## config.mk

```make
export PLATFORM = sky130hd
export DESIGN_NAME = qfts_ram
export DESIGN_NICKNAME = d
export VERILOG_FILES = /design/src/hw/rtl/qfts_pkg.sv /design/src/hw/rtl/qfts_ram.sv
export SDC_FILE = /design/constraint.sdc
export NUM_CORES = 2
export LEC_CHECK = 0
export BUFFER_PORTS_ARGS = -buffer_cell sky130_fd_sc_hd__clkbuf_2
export CAP_MARGIN = 20
export CORE_MARGIN = 2
export CORE_UTILIZATION = 50
export DETAILED_ROUTE_END_ITERATION = 10
export PLACE_DENSITY = 0.69
export SLEW_MARGIN = 20
export SYNTH_ARGS = -nofsm -noshare
export SYNTH_HDL_FRONTEND = slang
export SYNTH_SLANG_ARGS = --single-unit
```

## constraint.sdc

```tcl
create_clock -name clock -period 5.85 [get_ports clock]
set_input_delay 1.4625 -clock clock [delete_from_list [all_inputs] [get_ports clock]]
set_output_delay 1.4625 -clock clock [all_outputs]
set_load 0.03 [all_outputs]
```

## src/hw/rtl/qfts_pkg.sv

```systemverilog
`timescale 1ns / 1ps
// shared types and constants of the two-stack queue
package qfts_pkg;

   localparam int DATA_W        = 32;
   localparam int DEPTH_DEFAULT = 128;

   typedef enum logic [1:0] {
      MODE_PUSH   = 2'd0,
      MODE_POP    = 2'd1,
      MODE_PEEK   = 2'd2,
      MODE_STATUS = 2'd3
   } mode_type;

   typedef enum logic [3:0] {
      ST_IDLE  = 4'b0001,
      ST_MOVE  = 4'b0010,
      ST_RDOUT = 4'b0100,
      ST_DONE  = 4'b1000
   } state_type;

endpackage

```

## src/hw/rtl/qfts_ram.sv

```systemverilog
`timescale 1ns / 1ps
// generic single-write, single-read ram with registered read data
module qfts_ram #(
   parameter int WIDTH = qfts_pkg::DATA_W,
   parameter int DEPTH = qfts_pkg::DEPTH_DEFAULT
) (
   input  logic                     clock,
   input  logic                     wr_en,
   input  logic [$clog2(DEPTH)-1:0] wr_addr,
   input  logic [WIDTH-1:0]         wr_data,
   input  logic [$clog2(DEPTH)-1:0] rd_addr,
   output logic [WIDTH-1:0]         rd_data
);
   logic [WIDTH-1:0] mem_ff [DEPTH];
   logic [WIDTH-1:0] rd_data_ff;

   always_ff @(posedge clock) begin
      if (wr_en) begin
         mem_ff[wr_addr] <= wr_data;
      end
      rd_data_ff <= mem_ff[rd_addr];
   end

   assign rd_data = rd_data_ff;
endmodule

```

==> results.md <==
- Status: finished, final reports clean
- Vias per cell: 6.51
- Placed cells: 10200
- EDFF count, synth: 4096
- VDD IR max: 0.239 mV
- HP Start: wr_data[17]
- Hold Buf Count CTS: 0
- Unrepaired setup endpoints after global routing: false
- Hold path depth: 1
- Placement row count: 205
- CP max stage delay: 0.68 ns
- Layout area overhead: 14.0%
- Post-CTS Resized: 0
- Die footprint: 0.317 mm^2
- Netlist Area Pre-Place: 0.156 mm^2
- Worst min path class: primary input to flop
- Postcts setup bufs: 0
- First-pass GRT wire length: 565000 um
- Seq/Total Area, Yosys: 79.1%
- Max Cap Violations: 0
- Die Wd: 563 um
- Peak Freq: 246 MHz
- H-tree Lvls: 5
- Top_reg_cell synth: edfxtp_1
- CP cell instances: buf_8 > buf_12 > buf_4 > buf_4 > mux4_2 > mux4_2 > mux4_2 > mux2_2
- Vias in the first global route: 71400
- Smallest hold slack: 0.877 ns
- Min Clock Period, post-route: 4.06 ns
- Worst setup SP type: primary input
- Commonest non-fill, non-tap cell in the layout: edfxtp_1
- Worst flop-to-flop path endpoint: rd_data[2]
- Crit path arrival time: 4.85 ns
- Leak: 54.7 nW
- Number of I/O pins: 80
- Clk Latency, worst-skew pair: 0.93 ns
- Fin. max-slew vios: 0
- Synthesized instance count: 5990
- Initial antenna violation count: 59
- Total power: 61.5 mW
- TritonCTS clock tree: built
- Crit-path max FO: 41
- CP dominant cell by count: mux4_2
- Drt first-iter violations: 11300
- Synth unique cells: 17
- Layout cells sized above 1: 36.8%
- WL final: 406000 um
- Relative slew slack: 16.3%
- Nets@finish: 6549
- Post-DP Area: 0.165 mm^2
- Fin crit share: 69.4%
- Avg WL per Cell: 36.9 um
- DR vias: 71700
- Cell family with most CP delay: multiplexers
- Final ANT Viol Nets: 0
- Starting Density: 50.2%
- Hpwl dp: 230000 um
- Worst Tran Pin Value: 1.26 ns
- WP data required: 6.64 ns
- Avg Inst Size Synth: 26.1 um^2
- Yosys reg bits: 4128
- Final Skew: 0.0769 ns
- Final Hold Vio Count: 0
- Final worst slack: 1.79 ns
- Clock root cell: clkbuf_16
- Worst R2R Setup Slack: 3.14 ns
- Worst Setup End Kind: flop
- Synthesis Warnings: 0
- Largest net degree at the start of global routing: 108
- GRT Overall Usage: 25.7%
- Reg2Reg Depth: 4
- Most frequent cells in the layout: edfxtp_1, mux4_2, clkbuf_16, buf_4, nor2_4
- Final Wtd Congestion: 0.858
- Pre-CTS setup slack: 0.894 ns
- CTS Buf Count: 404
- Highest-delay cell along the critical path: mux4_2
- # setup viols final: 0
- Crit path buffers/inverters: 4
- Hold Path Sink: mem_ff[107][17]
- Mapped Nets: 6038
- Post-route core utilization: 57.2%
- Longest Clk Path Bufs: 4
- Die H: 563 um
- Drt pass-1 iters: 6
- Final instance area: 0.178 mm^2
- DR DRC count: 0
- WS Path Type: primary input to flop
- Ys async rst share: 0%
- GRT overflow: 0
- Number of fill cells: 21400
- Clock net sink count: 4128
- PwrDens: 345 mW/mm^2
- Reg-to-Reg Start: mem_ff[44][2]
- IO buf count: 79
- TNS Setup: 0 ns
- Core area: 0.311 mm^2
- Reg clk slew, reported paths: 0.06 ns
- Final cell count without fillers: 11000
[registers in the layout (all words and copies together), names as in the netlist]
signal,cells
mem_ff,4096
rd_data,32
[worst max path at each step]
stage,endpoint,slack (ns),cells past startpoint,start
after floorplan,mem_ff[98][0],1.15,3,wr_en
after global placement,rd_data[2],0.91,8,rd_addr[2]
after detailed placement,rd_data[2],0.89,8,rd_addr[2]
after CTS,rd_data[2],1.86,8,rd_addr[2]
after global routing,rd_data[18],1.78,7,rd_addr[0]
final,rd_data[2],1.79,8,rd_addr[2]
[power breakdown]
part | internal, mW | leakage [nW] | switching [mW]
Sequential | 32.7 | 37.1 | 0.138
Clock | 14.5 | 6.35 | 10.9
Combinational | 1.24 | 11.2 | 2.04
Total | 48.4 | 54.7 | 13.1
[worst reg2reg max path, cell delays in order (launching register included)]
cell      delay, ns
edfxtp_1       0.37
mux4_2         0.52
mux4_2         0.63
mux4_2         0.69
mux2_2         0.39
[cells by family (layout without fill, tap and decap cells)]
kind of cell           Yosys count  after routing  synth area share [%]
buffers and inverters          316           1157                 0.839
other                            0             29                     0
multiplexers                  1376           1376                  19.6
AND/OR/NAND/NOR                170            170                 0.446
flip-flops                    4128           4128                  79.1
[cells in the mapped netlist, types with 7 or more instances]
| master | instances | area [um^2] |
|---|---|---|
| mux2_2 | 32 | 360 |
| nor2_1 | 122 | 458 |
| buf_2 | 79 | 395 |
| nand2_1 | 14 | 52.6 |
| clkbuf_1 | 182 | 683 |
| mux4_2 | 1344 | 30300 |
| dfxtp_1 | 32 | 641 |
| edfxtp_1 | 4096 | 123000 |
| nor3_1 | 9 | 45.0 |
| nand3_1 | 12 | 60.1 |
| buf_1 | 50 | 188 |
| nor2b_1 | 7 | 43.8 |
[cell type report]
class / count / area [um^2] / share of cell area [%]
flip-flops and latches: 4128 / 124000 / 69.4
multi-input cells: 1546 / 32300 / 18.1
clock buffers: 493 / 10600 / 5.97
well taps: 4140 / 5180 / 2.91
repair buffers: 421 / 3960 / 2.22
clock inverters: 243 / 2330 / 1.31
diodes: 29 / 72.6 / 0.0407
[per-layer routing]
| layer | routed length, um | GRT usage [%] | share of wire (%) |
|---|---|---|---|
| met2 | 193000 | 39.9 | 47 |
| met1 | 150000 | 35.9 | 37 |
| met4 | 15100 | 8.79 | 3.7 |
| met3 | 48500 | 6.80 | 12 |
| met5 | 238 | 0 | 0.059 |
Power figures use the tool's default switching activity.
